## src/rtl/lmr_pkg.sv

```systemverilog
package lmr_pkg;

  localparam int COORD_W = 6;
  localparam int COLOR_W = 8;
  localparam int INDEX_W = 12;
  localparam int ADDR_W  = 4;
  localparam int DATA_W  = 32;

  // Grey level: (r+g+b)/3 as (sum * 683) >> 11, exact for sums up to 765
  localparam logic [9:0] GREY_MUL   = 10'd683;
  localparam int         GREY_SHIFT = 11;

  // Register indexes (byte address = 4 * index)
  localparam logic [1:0] REG_SNAKE_VERTICAL   = 2'd0;
  localparam logic [1:0] REG_ROTATE_HALF_TURN = 2'd1;
  localparam logic [1:0] REG_MONO_MODE        = 2'd2;

  typedef enum logic [1:0] {
    ST_IDLE,
    ST_RUN,
    ST_FLUSH
  } state_t;

  typedef struct packed {
    logic snake_vertical;
    logic rotate_half_turn;
    logic mono_mode;
  } cfg_t;

  // Commands from the controller to the datapath
  typedef struct packed {
    logic load;
    logic step;
    logic flush;
  } cmd_t;

  // Status from the datapath to the controller
  typedef struct packed {
    logic run_done;
    logic pend_valid;
    logic out_free;
  } sts_t;

endpackage

```

## src/rtl/lmr_regs.sv

```systemverilog
module lmr_regs
  import lmr_pkg::*;
(
  input  logic              clk,
  input  logic              rst,
  input  logic              psel,
  input  logic              penable,
  input  logic              pwrite,
  input  logic [ADDR_W-1:0] paddr,
  input  logic [DATA_W-1:0] pwdata,
  output logic [DATA_W-1:0] prdata,
  output logic              pready,
  output cfg_t              cfg
);

  logic       wr_en;
  logic [1:0] reg_idx;

  assign pready  = 1'b1;
  assign wr_en   = psel & penable & pwrite;
  assign reg_idx = paddr[ADDR_W-1:2];

  // Write one register; only bit 0 is kept, unknown indexes are ignored
  always_ff @(posedge clk) begin
    if (rst) begin
      cfg <= '0;
    end else if (wr_en) begin
      case (reg_idx)
        REG_SNAKE_VERTICAL:   cfg.snake_vertical   <= pwdata[0];
        REG_ROTATE_HALF_TURN: cfg.rotate_half_turn <= pwdata[0];
        REG_MONO_MODE:        cfg.mono_mode        <= pwdata[0];
        default: ;
      endcase
    end
  end

  // Read back
  always_comb begin
    prdata = '0;
    case (reg_idx)
      REG_SNAKE_VERTICAL:   prdata[0] = cfg.snake_vertical;
      REG_ROTATE_HALF_TURN: prdata[0] = cfg.rotate_half_turn;
      REG_MONO_MODE:        prdata[0] = cfg.mono_mode;
      default:              prdata    = '0;
    endcase
  end

endmodule

```

## src/rtl/lmr_ctrl.sv

```systemverilog
module lmr_ctrl
  import lmr_pkg::*;
(
  input  logic clk,
  input  logic rst,
  input  logic in_valid,
  output logic in_ready,
  input  sts_t sts,
  output cmd_t cmd
);

  state_t state;
  state_t state_next;

  // State register
  always_ff @(posedge clk) begin
    if (rst) begin
      state <= ST_IDLE;
    end else begin
      state <= state_next;
    end
  end

  // Next state and commands
  always_comb begin
    state_next = state;
    cmd        = '0;
    in_ready   = 1'b0;
    case (state)
      ST_IDLE: begin
        in_ready = 1'b1;
        if (in_valid) begin
          cmd.load   = 1'b1;
          state_next = ST_RUN;
        end
      end
      ST_RUN: begin
        if (sts.run_done) begin
          state_next = ST_FLUSH;
        end else if (sts.out_free) begin
          cmd.step = 1'b1;
        end
      end
      ST_FLUSH: begin
        if (!sts.pend_valid) begin
          state_next = ST_IDLE;
        end else if (sts.out_free) begin
          cmd.flush  = 1'b1;
          state_next = ST_IDLE;
        end
      end
      default: state_next = ST_IDLE;
    endcase
  end

  // No pixel may be left behind when a new request can enter
  a_idle_no_pending: assert property (@(posedge clk) disable iff (rst)
    (state == ST_IDLE) |-> !sts.pend_valid)
    else $error("pending pixel left while idle");

endmodule

```

## src/rtl/lmr_datapath.sv

```systemverilog
module lmr_datapath
  import lmr_pkg::*;
#(
  parameter int MATRIX_WIDTH  = 16,
  parameter int MATRIX_HEIGHT = 16
) (
  input  logic               clk,
  input  logic               rst,
  input  cfg_t               cfg,
  input  cmd_t               cmd,
  output sts_t               sts,
  input  logic [COORD_W-1:0] start_col,
  input  logic [COORD_W-1:0] start_row,
  input  logic [COORD_W-1:0] end_col,
  input  logic [COORD_W-1:0] end_row,
  input  logic [COLOR_W-1:0] red,
  input  logic [COLOR_W-1:0] green,
  input  logic [COLOR_W-1:0] blue,
  output logic               out_valid,
  input  logic               out_ready,
  output logic [INDEX_W-1:0] pixel_index,
  output logic [COLOR_W-1:0] out_red,
  output logic [COLOR_W-1:0] out_green,
  output logic [COLOR_W-1:0] out_blue,
  output logic               last_pixel
);

  localparam logic [12:0] W_P  = 13'(MATRIX_WIDTH);
  localparam logic [12:0] H_P  = 13'(MATRIX_HEIGHT);
  localparam logic [12:0] AREA = 13'(MATRIX_WIDTH * MATRIX_HEIGHT);
  localparam logic [6:0]  W_C  = 7'(MATRIX_WIDTH);
  localparam logic [6:0]  H_C  = 7'(MATRIX_HEIGHT);

  // Line registers
  logic               major_is_row;
  logic [COORD_W-1:0] cur;
  logic [COORD_W-1:0] major_end;
  logic [COORD_W-1:0] minor_start;
  logic               minor_neg;
  logic [COORD_W-1:0] dminor;
  logic [COORD_W-1:0] dmajor;
  logic [COORD_W-1:0] quo;
  logic [COORD_W-1:0] rem;
  logic [COLOR_W-1:0] line_r;
  logic [COLOR_W-1:0] line_g;
  logic [COLOR_W-1:0] line_b;

  // Pending pixel (held back until the next one shows whether it is last)
  logic               pend_valid;
  logic [INDEX_W-1:0] pend_index;

  // Setup logic
  logic [COORD_W-1:0] adc;
  logic [COORD_W-1:0] adr;
  logic               ld_row_major;
  logic               ld_swap;
  logic [COORD_W-1:0] lo_col;
  logic [COORD_W-1:0] lo_row;
  logic [COORD_W-1:0] hi_col;
  logic [COORD_W-1:0] hi_row;
  logic [9:0]         rgb_sum;
  logic [19:0]        grey_prod;
  logic [COLOR_W-1:0] grey;

  // Step logic
  logic [COORD_W:0]   rem_sum;
  logic               rem_wrap;
  logic [COORD_W-1:0] minor;
  logic [COORD_W-1:0] cand_col;
  logic [COORD_W-1:0] cand_row;
  logic               cand_in;
  logic [12:0]        col13;
  logic [12:0]        row13;
  logic [12:0]        row_pos;
  logic [12:0]        col_pos;
  logic [12:0]        pos_raw;
  logic [12:0]        pos;
  logic               out_free;
  logic               push_pend;

  // Order endpoints so the dominant axis runs upward; also form the grey level
  always_comb begin
    adc          = (end_col >= start_col) ? end_col - start_col : start_col - end_col;
    adr          = (end_row >= start_row) ? end_row - start_row : start_row - end_row;
    ld_row_major = adr > adc;
    ld_swap      = ld_row_major ? (start_row > end_row) : (start_col > end_col);
    lo_col       = ld_swap ? end_col : start_col;
    lo_row       = ld_swap ? end_row : start_row;
    hi_col       = ld_swap ? start_col : end_col;
    hi_row       = ld_swap ? start_row : end_row;
    rgb_sum      = 10'(red) + 10'(green) + 10'(blue);
    grey_prod    = rgb_sum * GREY_MUL;
    grey         = grey_prod[GREY_SHIFT +: COLOR_W];
  end

  // Minor coordinate: quotient of offset*dminor/dmajor kept by running remainder
  always_comb begin
    rem_sum  = {1'b0, rem} + {1'b0, dminor};
    rem_wrap = rem_sum >= {1'b0, dmajor};
    minor    = minor_neg ? minor_start - quo : minor_start + quo;
    cand_col = major_is_row ? minor : cur;
    cand_row = major_is_row ? cur : minor;
    cand_in  = ({1'b0, cand_col} < W_C) && ({1'b0, cand_row} < H_C);
  end

  // Strip position of the candidate point
  always_comb begin
    col13   = {7'b0, cand_col};
    row13   = {7'b0, cand_row};
    row_pos = row13 * W_P + (cand_row[0] ? W_P - 13'd1 - col13 : col13);
    col_pos = cand_col[0] ? (col13 + 13'd1) * H_P - 13'd1 - row13 : col13 * H_P + row13;
    pos_raw = cfg.snake_vertical ? col_pos : row_pos;
    pos     = cfg.rotate_half_turn ? AREA - 13'd1 - pos_raw : pos_raw;
  end

  assign out_free  = !out_valid || out_ready;
  assign push_pend = cmd.step && cand_in && pend_valid;

  assign sts.run_done   = cur == major_end;
  assign sts.pend_valid = pend_valid;
  assign sts.out_free   = out_free;

  // Load the line, then advance one point per step
  always_ff @(posedge clk) begin
    if (cmd.load) begin
      major_is_row <= ld_row_major;
      cur          <= ld_row_major ? lo_row : lo_col;
      major_end    <= ld_row_major ? hi_row : hi_col;
      minor_start  <= ld_row_major ? lo_col : lo_row;
      minor_neg    <= ld_row_major ? (hi_col < lo_col) : (hi_row < lo_row);
      dminor       <= ld_row_major ? adc : adr;
      dmajor       <= ld_row_major ? adr : adc;
      quo          <= '0;
      rem          <= '0;
      line_r       <= cfg.mono_mode ? grey : red;
      line_g       <= cfg.mono_mode ? grey : green;
      line_b       <= cfg.mono_mode ? grey : blue;
    end else if (cmd.step) begin
      cur <= cur + 1'b1;
      if (rem_wrap) begin
        rem <= COORD_W'(rem_sum - {1'b0, dmajor});
        quo <= quo + 1'b1;
      end else begin
        rem <= rem_sum[COORD_W-1:0];
      end
    end
  end

  // Hold the newest in-range point
  always_ff @(posedge clk) begin
    if (rst) begin
      pend_valid <= 1'b0;
    end else if (cmd.step && cand_in) begin
      pend_valid <= 1'b1;
    end else if (cmd.flush || cmd.load) begin
      pend_valid <= 1'b0;
    end
  end

  always_ff @(posedge clk) begin
    if (cmd.step && cand_in) begin
      pend_index <= pos[INDEX_W-1:0];
    end
  end

  // Output register
  always_ff @(posedge clk) begin
    if (rst) begin
      out_valid <= 1'b0;
    end else if (push_pend || cmd.flush) begin
      out_valid <= 1'b1;
    end else if (out_ready) begin
      out_valid <= 1'b0;
    end
  end

  always_ff @(posedge clk) begin
    if (push_pend || cmd.flush) begin
      pixel_index <= pend_index;
      out_red     <= line_r;
      out_green   <= line_g;
      out_blue    <= line_b;
      last_pixel  <= cmd.flush;
    end
  end

  a_step_in_line: assert property (@(posedge clk) disable iff (rst)
    cmd.step |-> (cur != major_end))
    else $error("step past end of dominant axis");

  a_flush_has_pixel: assert property (@(posedge clk) disable iff (rst)
    cmd.flush |-> pend_valid)
    else $error("flush without pending pixel");

  a_last_alone: assert property (@(posedge clk) disable iff (rst)
    (out_valid && last_pixel) |-> !pend_valid)
    else $error("pixel pending behind final write");

  a_rem_bound: assert property (@(posedge clk) disable iff (rst)
    $past(cmd.step) |-> (rem < dmajor))
    else $error("remainder out of range");

endmodule

```

## src/rtl/led_matrix_line_rasterizer_top.sv

```systemverilog
// Flow: a request is accepted while idle, then the line advances one dominant-axis
// point per step (|dmajor| points), sees the end of the axis and releases the last
// pixel write. A new line is accepted only once the previous one is finished; the
// single running-remainder step unit yields one point per cycle while the output
// register is free (out_ready high or no write waiting).
// Reset: synchronous, active high; clears the control state, output valid and the
// configuration registers to 0. No memories, no clearing pass.
module led_matrix_line_rasterizer_top
  import lmr_pkg::*;
#(
  parameter int MATRIX_WIDTH  = 16,
  parameter int MATRIX_HEIGHT = 16
) (
  input  logic               clk,
  input  logic               rst,
  input  logic               psel,
  input  logic               penable,
  input  logic               pwrite,
  input  logic [ADDR_W-1:0]  paddr,
  input  logic [DATA_W-1:0]  pwdata,
  output logic [DATA_W-1:0]  prdata,
  output logic               pready,
  input  logic               in_valid,
  output logic               in_ready,
  input  logic [COORD_W-1:0] start_col,
  input  logic [COORD_W-1:0] start_row,
  input  logic [COORD_W-1:0] end_col,
  input  logic [COORD_W-1:0] end_row,
  input  logic [COLOR_W-1:0] red,
  input  logic [COLOR_W-1:0] green,
  input  logic [COLOR_W-1:0] blue,
  output logic               out_valid,
  input  logic               out_ready,
  output logic [INDEX_W-1:0] pixel_index,
  output logic [COLOR_W-1:0] out_red,
  output logic [COLOR_W-1:0] out_green,
  output logic [COLOR_W-1:0] out_blue,
  output logic               last_pixel
);

  cfg_t cfg;
  cmd_t cmd;
  sts_t sts;

  lmr_regs u_regs (
    .clk     (clk),
    .rst     (rst),
    .psel    (psel),
    .penable (penable),
    .pwrite  (pwrite),
    .paddr   (paddr),
    .pwdata  (pwdata),
    .prdata  (prdata),
    .pready  (pready),
    .cfg     (cfg)
  );

  lmr_ctrl u_ctrl (
    .clk      (clk),
    .rst      (rst),
    .in_valid (in_valid),
    .in_ready (in_ready),
    .sts      (sts),
    .cmd      (cmd)
  );

  lmr_datapath #(
    .MATRIX_WIDTH  (MATRIX_WIDTH),
    .MATRIX_HEIGHT (MATRIX_HEIGHT)
  ) u_datapath (
    .clk         (clk),
    .rst         (rst),
    .cfg         (cfg),
    .cmd         (cmd),
    .sts         (sts),
    .start_col   (start_col),
    .start_row   (start_row),
    .end_col     (end_col),
    .end_row     (end_row),
    .red         (red),
    .green       (green),
    .blue        (blue),
    .out_valid   (out_valid),
    .out_ready   (out_ready),
    .pixel_index (pixel_index),
    .out_red     (out_red),
    .out_green   (out_green),
    .out_blue    (out_blue),
    .last_pixel  (last_pixel)
  );

endmodule
```

## config.mk

```make
export PLATFORM = sky130hd
export DESIGN_NAME = led_matrix_line_rasterizer_top
export DESIGN_NICKNAME = d
export VERILOG_FILES = /design/src/rtl/lmr_pkg.sv /design/src/rtl/lmr_regs.sv /design/src/rtl/lmr_ctrl.sv /design/src/rtl/lmr_datapath.sv /design/src/rtl/led_matrix_line_rasterizer_top.sv
export SDC_FILE = /design/constraint.sdc
export NUM_CORES = 1
export LEC_CHECK = 0
export CORE_ASPECT_RATIO = 1.4
export CORE_MARGIN = 5
export CORE_UTILIZATION = 59
export DETAILED_ROUTE_END_ITERATION = 6
export DONT_BUFFER_PORTS = 1
export PLACE_DENSITY = 0.78
export SLEW_MARGIN = 20
export SYNTH_ARGS = -nofsm -noshare
export SYNTH_HDL_FRONTEND = slang
export SYNTH_SLANG_ARGS = --single-unit
```

## constraint.sdc

```tcl
create_clock -name clk -period 6.2 [get_ports clk]
set_input_delay 0.31 -clock clk [delete_from_list [all_inputs] [get_ports clk]]
set_output_delay 0.31 -clock clk [all_outputs]
set_load 0.02 [all_outputs]
```

==> impl_results.md, run 1 <==
- Worst Setup Start Kind: input pin
- Synthesized area: 11000 um2
- Crit. End Element: flip-flop
- Core area: 18500 um2
- Seq cells post-synth: 124
- CP arrival: 6.79 ns
- Die ar.: 21600 um2
- WP data required: 6.44 ns
- I/O Buffers: 0
- First-pass GRT wire length: 40900 um
- Residual DRC: 4
- Starting Density: 59.6%
- Drt total wl: around 28000 um
- IO Count: 163
- Inserted Diodes: 0
- Cell taking the most area after synthesis: edfxtp_1
- Skew-Pair Late Insertion Delay: roughly 0.42 ns
- Hold WC Path Type: in2reg
- Die X-Extent: about 130 um
- CTS Buf Count: 17
- Crit Path Category: in2reg
- Max frequency: about 150 MHz
- Fill cells: 1280
- Period utilisation layout: 106%
- RSZ-0062 raised after global routing: true
- Final ANT Viol Nets: 0
- DR vias: 8608
- Final Skew: 0.0108 ns
- Number of global-route vias before repair: between 8000 and 9000
- Violated checks: design-rule violations, negative setup slack
- Synth area leaders: edfxtp_1 (29%), ha_1 (16%), fa_1 (5.6%)
- Area post-placement: between 10000 and 15000 um2
- WHS: 0.0521 ns
- Final global-route overflow total: 0
- H-Tree Depth: 4
- Reg-to-reg slack, setup: ~0.74 ns
- Reg2reg end: u_datapath.pend_index[11]
- Max_cap viols: 0
- Area grow syn2layout: 14.2%
- Root Driver: clkbuf_16
- Worst r2r path cells: 23
- Crit Path Max Fanout: 3
- Tightest Pin Transition: around 1.2 ns
- Status: complete, but fails checks
- Cell Rows: 59
- Slowest stage cell, crit path: fa_1
- Post-DP HPWL: 19200 um
- Design Area, Final: 12600 um2
- Seq/Total Area, Yosys: 32.0%
- Clock Sinks: around 120
- Ys Warns: 0
- Mapped Cells: 1160
- Final worst slack: -0.349 ns
- DR iter-0 viols: a little under 700
- CTS tree: yes
- Final Hold Viols: 0
- Critical R2R Launch: u_datapath.quo[0]
- Fin. max-slew vios: 0
- Most used DFF post-synth: edfxtp_1
- Largest net degree at the start of global routing: 63
- Commonest cells post-synth: inv_1 (146), ha_1 (138), edfxtp_1 (105)
- Syn_area_per_cell: around 9.5 um2
- Post-synth cell types: 76
- CTS clk-pin slew, worst paths: 0.06 ns
- Post-DR wirelength/cell: 18.9 um
- Longest Clk Path Bufs: 2
- Global placement routability congestion: 0.913
- Fin crit period: 6.55 ns
- Die Span Y: 172 um
- Slowest stage delay, CP: between 0.5 and 0.6 ns
- Nets: 1477
- Global Route Usage Sum: 23.4%
- Hold Path Sink: u_regs.cfg[1]
- Drt via density: about 5.8
- Post-synth EDFFs: 105
- Asr flop ratio synth: 0%
- Detailed Routing Iterations Pass 1: 7
- Max-Slew Margin vs Limit: between 10% and 20%
- Initial antenna violation count: 0
- Hold Path Origin: pwdata[0]
- Hold depth: 2
- Top cell type's share of synthesized area: between 20% and 30%
- Count leader, synth: inv_1
- # setup viols final: 24
- Layout cells sized above 1: 14.8%
==> kinds of logic (layout without fill, tap and decap cells) <==
kind of cell               Yosys count  after routing  synth area share [%]
DFF                                124            124                  32.0
AOI/OAI and AO/OA                  224            224                  12.9
and+or+nand+nor                    267            267                  11.4
xor gates and xnor gates            88             88                  7.10
other                                2             32                0.0680
adders and majority gates          169            169                  21.2
buffers and inverters              215            255                  8.66
muxes                               71             71                  6.60
==> worst max path at each step <==
stage / start / end / slack, ns / depth (start not counted)
4_1_cts: red[1] / u_datapath.line_b[7] / 0.002 / 30
6_report: red[0] / u_datapath.line_b[7] / -0.35 / 33
5_1_grt: red[0] / u_datapath.line_b[7] / -0.62 / 33
3_5_place_dp: red[1] / u_datapath.line_b[7] / -0.43 / 30
3_3_place_gp: red[0] / u_datapath.line_g[7] / -0.25 / 31
2_1_floorplan: red[1] / u_datapath.line_b[7] / 0.007 / 30
==> layout by cell type, fill, tap and decap left out, types with 28 or more instances in the layout <==
cell / count
nand3_1: 29
nand2_1: 78
xnor2_1: 51
nor2_1: 74
ha_1: 127
conb_1: 32
mux2i_1: 58
o21ai_0: 54
edfxtp_1: 105
xor2_1: 28
inv_1: 139
buf_4: 67
fa_1: 29
a21oi_1: 50
==> worst max-delay path, delay by kind of cell <==
kind,cells,cell delay (ns)
AND/OR/NAND/NOR,6,0.82
multiplexers,1,0.20
buffers and inverters,6,0.51
AO/OA/AOI/OAI,9,1.42
XOR/XNOR,3,0.72
adder cells (fa/ha/maj),8,2.77
==> registers in the layout, indices dropped and copies added, names as in the netlist <==
| signal | flops |
|---|---|
| u_datapath.rem | 6 |
| u_ctrl.state | 2 |
| u_datapath.cur | 6 |
| u_datapath.last_pixel | 1 |
| u_datapath.line_g | 8 |
| u_datapath.line_r | 8 |
| u_datapath.major_is_row | 1 |
| u_datapath.out_blue | 8 |
| u_datapath.quo | 6 |
| u_datapath.major_end | 6 |
| u_datapath.out_red | 8 |
| u_datapath.line_b | 8 |
| u_datapath.pend_valid | 1 |
| u_datapath.pend_index | 12 |
| u_datapath.minor_neg | 1 |
| u_datapath.pixel_index | 12 |
| u_datapath.out_green | 8 |
| u_datapath.minor_start | 6 |
| u_datapath.dminor | 6 |
| u_regs.cfg | 3 |
| u_datapath.out_valid | 1 |
| u_datapath.dmajor | 6 |
==> layer usage <==
metal	part of all wire, %	GRT usage, %
met1	36	24.8
met3	6.2	4.60
met2	54	45.0
met4	4.4	10.1
met5	0	0
==> metrics by stage <==
stage / worst slack (ns) / cells / utilization [%] / TNS (ns)
detailed placement: -0.431 / 1428 / 62.9 / -4.67
floorplan: 0.00654 / 1190 / - / 0
global placement: -0.248 / 1428 / 62.9 / -1.87
finish: -0.349 / 1474 / 68.1 / -5.25
CTS: 0.00228 / 1466 / 66.3 / 0
global route: -0.620 / 1474 / 68.1 / -11.01
==> area by class of cell <==
| cell class | instances | area [um2] | share of cell area, % |
|---|---|---|---|
| timing repair buffer | 75 | 592 | 4.69 |
| clock buffer | 18 | 429 | 3.40 |
| clock inverter | 14 | 145 | 1.15 |
| sequential | 124 | 3530 | 28.0 |
| tap | 244 | 305 | 2.42 |
| inverter | 148 | 558 | 4.42 |
| multi-input combinational | 851 | 7060 | 55.9 |
==> what timing repair did <==
| action | 4_1_cts | 5_1_grt |
|---|---|---|
| endpoints found under the setup margin | 5 | 24 |
| hold buffers | 1 | 0 |
| gates cloned | 0 | 0 |
| gates resized for setup | 1 | 50 |
| buffers inserted | 5 | 9 |
| hold endpoints to repair | 7 | 0 |
| pin swaps | 2 | 43 |
Power of run 1 is left out: the tool's default activity adds up to more than one toggle a clock period on the data nets, which glitch-free logic cannot reach.
==> run 2: changes to the inputs <==
--- a/config.mk
+++ b/config.mk
@@ -5,13 +5,16 @@
 export SDC_FILE = /design/constraint.sdc
 export NUM_CORES = 1
 export LEC_CHECK = 0
+export CAP_MARGIN = 15
 export CORE_ASPECT_RATIO = 1.4
 export CORE_MARGIN = 5
 export CORE_UTILIZATION = 59
 export DETAILED_ROUTE_END_ITERATION = 6
 export DONT_BUFFER_PORTS = 1
 export PLACE_DENSITY = 0.78
+export SKIP_LAST_GASP = 1
 export SLEW_MARGIN = 20
 export SYNTH_ARGS = -nofsm -noshare
 export SYNTH_HDL_FRONTEND = slang
+export SYNTH_HIERARCHICAL = 1
 export SYNTH_SLANG_ARGS = --single-unit
==> impl_results.md, run 2 <==
- Multiplexer share of the synthesized area: 6.01% (-0.60 points)
- Finished Layout Cells: 1359 (-7.8%)
- Worst Setup Start Kind: input pin
- Detailed Routing Iterations Pass 1: 5 (-2)
- Area fraction in compound gates after synthesis: 12.5% (-0.40 points)
- Nets: 1368 (-7.4%)
- Top delay family on crit path: adder cells
- Critical Path Stages: 31 (-6.1%)
- Largest family of logic cells by synthesized area: adder cells
- Skew-Pair Late Insertion Delay: 0.41 ns (about the same)
- Post-Synth Simple-Gate Area: 10.2% (-1.2 points)
- RSZ-0062 raised after global routing: true
- Post-DR wirelength/cell: 17.0 um (-10%)
- Die X-Extent: 124 um (-1.1%)
- Starting Density: 60.0% (+0.34 points)
- I/O Buffers: 0 (unchanged)
- Post-synth EDFFs: 105 (unchanged)
- Top cell by count, worst path: a21oi_2
- Die Span Y: 170 um (-1.1%)
- H-Tree Depth: 4 (unchanged)
- Biggest regs: u_datapath/pend_index (12), u_datapath/pixel_index (12)
- Longest Clk Path Bufs: 2 (unchanged)
- Drt total wl: 23100 um (-17%)
- Final Skew: 0.00899 ns (-0.00182 ns)
- Largest net degree at the start of global routing: 39 (-38%)
- Crit Path Category: in2reg
- Cell Rows: 58 (-1.7%)
- CP arrival: 6.14 ns (-0.65 ns)
- IO Count: 163 (unchanged)
- Core area: 18000 um2 (-2.9%)
- Initial antenna violation count: 0 (unchanged)
- Count leader, synth: inv_1
- TNS Setup: 0 ns (+5.25 ns)
- # setup viols final: 0 (-100%)
- Period utilisation layout: 97.0% (-8.6 points)
- WHS: 0.0749 ns (+0.0228 ns)
- Tightest Pin Transition: 0.976 ns (-0.265 ns)
- Post-synth cell types: 70 (-7.9%)
- Synthesized area: 10800 um2 (-2.3%)
- WP data required: 6.33 ns (-0.11 ns)
- Root Driver: clkbuf_16
- Area grow syn2layout: 8.71%
- CTS Buf Count: 17 (unchanged)
- Most used DFF post-synth: edfxtp_1
- Max_cap viols: 0 (unchanged)
- Adder-cell area share of the yosys netlist: 22.6% (+1.4 points)
- Max-Slew Margin vs Limit: 34.8% (+18 points)
- Most common cell after layout, fill and taps aside: inv_1
- Cell taking the most area after synthesis: edfxtp_1
- Global placement routability congestion: 0.906 (-0.77%)
- CTS tree: yes
- Ys Warns: 6 (+6)
- Top cell type's share of synthesized area: 29.2% (+0.67 points)
- Worst r2r path cells: 25 (+8.7%)
- Hold WC Path Type: in2reg
- Seq cells post-synth: 124 (unchanged)
- Syn_area_per_cell: 9.83 um2 (+3.2%)
- DR vias: 7686 (-11%)
- Final ANT Viol Nets: 0 (unchanged)
- Die ar.: 21100 um2 (-2.2%)
- Fin. max-slew vios: 0 (unchanged)
- Slowest stage cell, crit path: fa_1
- Inserted Diodes: 0 (unchanged)
- CP Buf/Inv Count: 7 (+1)
- DR iter-0 viols: 499 (-27%)
- Fin crit period: 6.01 ns (-0.536 ns)
- Global Route Usage Sum: 21.5% (-1.9 points)
- Post-DP HPWL: 18200 um (-4.9%)
- Final Hold Viols: 0 (unchanged)
- Residual DRC: 0 (-4)
- Layout cells sized above 1: 9.29% (-5.5 points)
- Mapped Cells: 1098 (-5.3%)
- Commonest cells post-synth: inv_1 (149), ha_1 (131), edfxtp_1 (105)
- Slowest stage delay, CP: 0.55 ns (-0.03 ns)
- Seq/Total Area, Yosys: 32.7% (+0.76 points)
- Status: completed
- Drt via density: 5.66 (-3.2%)
- Number of global-route vias before repair: 7757 (-7.5%)
- Max frequency: 166 MHz (+8.9%)
- Synth area leaders: edfxtp_1 (29%), ha_1 (15%), fa_1 (7.4%)
- Final global-route overflow total: 0 (unchanged)
- Crit Path Max Fanout: 3 (unchanged)
- Asr flop ratio synth: 0% (unchanged)
- CTS clk-pin slew, worst paths: 0.06 ns (about the same)
- First-pass GRT wire length: 37300 um (-8.8%)
- Clock Sinks: 124 (unchanged)
- Xor/xnor cell area share of the yosys netlist: 6.91% (-0.19 points)
- Hold depth: 2 (unchanged)
- Crit. End Element: flip-flop
- Placed Cells incl. Taps: 1325 (-7.2%)
- Most frequent cells in the layout: inv_1 (144), ha_1 (128), edfxtp_1 (105)
## run 2: cell types whose count changed in the layout (fill, tap and decap cells not counted), sizes merged, moves of 7 or more
| cell | change |
|---|---|
| a31oi | -8 |
| buf | -48 |
| fa | +9 |
| ha | -7 |
| inv | +9 |
| nand3 | -7 |
| nor2 | -19 |
| o21ai | -7 |
| xor2 | -9 |
## run 2: metal layers
metal,global-route usage [%],share of wire [%],vias to the layer above,routed length (um)
met5,0,0,-,0
met3,3.96,4.6,29,1050
met4,6.44,1.9,0,445
met1,25.0,40,3678,9330
li1,-,-,3760,-
met2,40.4,53,219,12300
## run 2: worst reg2reg max path, cell delays in order, from the launching register on
cell	delay, ns
dfxtp_1	0.46
inv_1	0.11
ha_1	0.32
mux2_2	0.31
inv_1	0.09
ha_1	0.23
nor2b_1	0.14
or2_1	0.26
a211oi_2	0.21
xnor2_1	0.15
mux2i_4	0.37
inv_1	0.09
ha_1	0.30
nand2_1	0.06
o21ai_0	0.11
ha_1	0.31
a21o_1	0.16
a21oi_1	0.23
o21ai_0	0.13
a21oi_1	0.24
xor2_1	0.17
o22a_1	0.16
o211a_1	0.22
ha_1	0.26
nand2_1	0.06
o21ai_0	0.11
## run 2: path summary, 6_finish.rpt
| path | start | to | slack (ns) |
|---|---|---|---|
| setup / recovery | blue[1] | u_datapath/line_g[7] | 0.19 |
| hold / removal | in_valid | u_ctrl/state[0] | 0.07 |
| setup reg to reg | u_datapath/quo[0] | u_datapath/pend_index[9] | 0.68 |
| hold reg to reg | u_datapath/line_b[6] | u_datapath/out_blue[6] | 0.42 |
## run 2: area by class of cell
type                    count  area (um2)
well taps                 240         300
clock inverters            15         171
inverters                 150         571
repair buffers             27         205
multi-input cells         786        6530
flip-flops and latches    124        3530
clock buffers              17         425
fillers                  1458        6260
## run 2: timing repair
| action | in CTS | in global routing |
|---|---|---|
| setup endpoints to repair | 0 | 21 |
| buffers inserted | 0 | 1 |
| hold buffers | 1 | 0 |
| resized for setup | 0 | 14 |
| endpoints found under the hold margin | 4 | 0 |
## run 2: metrics by stage
step                instance area (um2)  setup WS (ns)  util (%)
finish                            11700          0.187      65.2
global route                      11700        -0.0937      65.2
CTS                               11700          0.146      64.8
detailed placement                11100         -0.246      61.4
global placement                  11100         -0.164      61.4
floorplan                         10900        -0.0679         -
## run 2: cells by family (layout without fill, tap and decap cells)
logic type                 Yosys count  after routing
buffers and inverters              218            209
adders and majority gates          171            171
AOI/OAI and AO/OA                  209            209
other                                2             32
and+or+nand+nor                    229            229
xor gates and xnor gates            83             83
muxes                               62             62
DFF                                124            124
Power of run 2 is left out for the same reason.
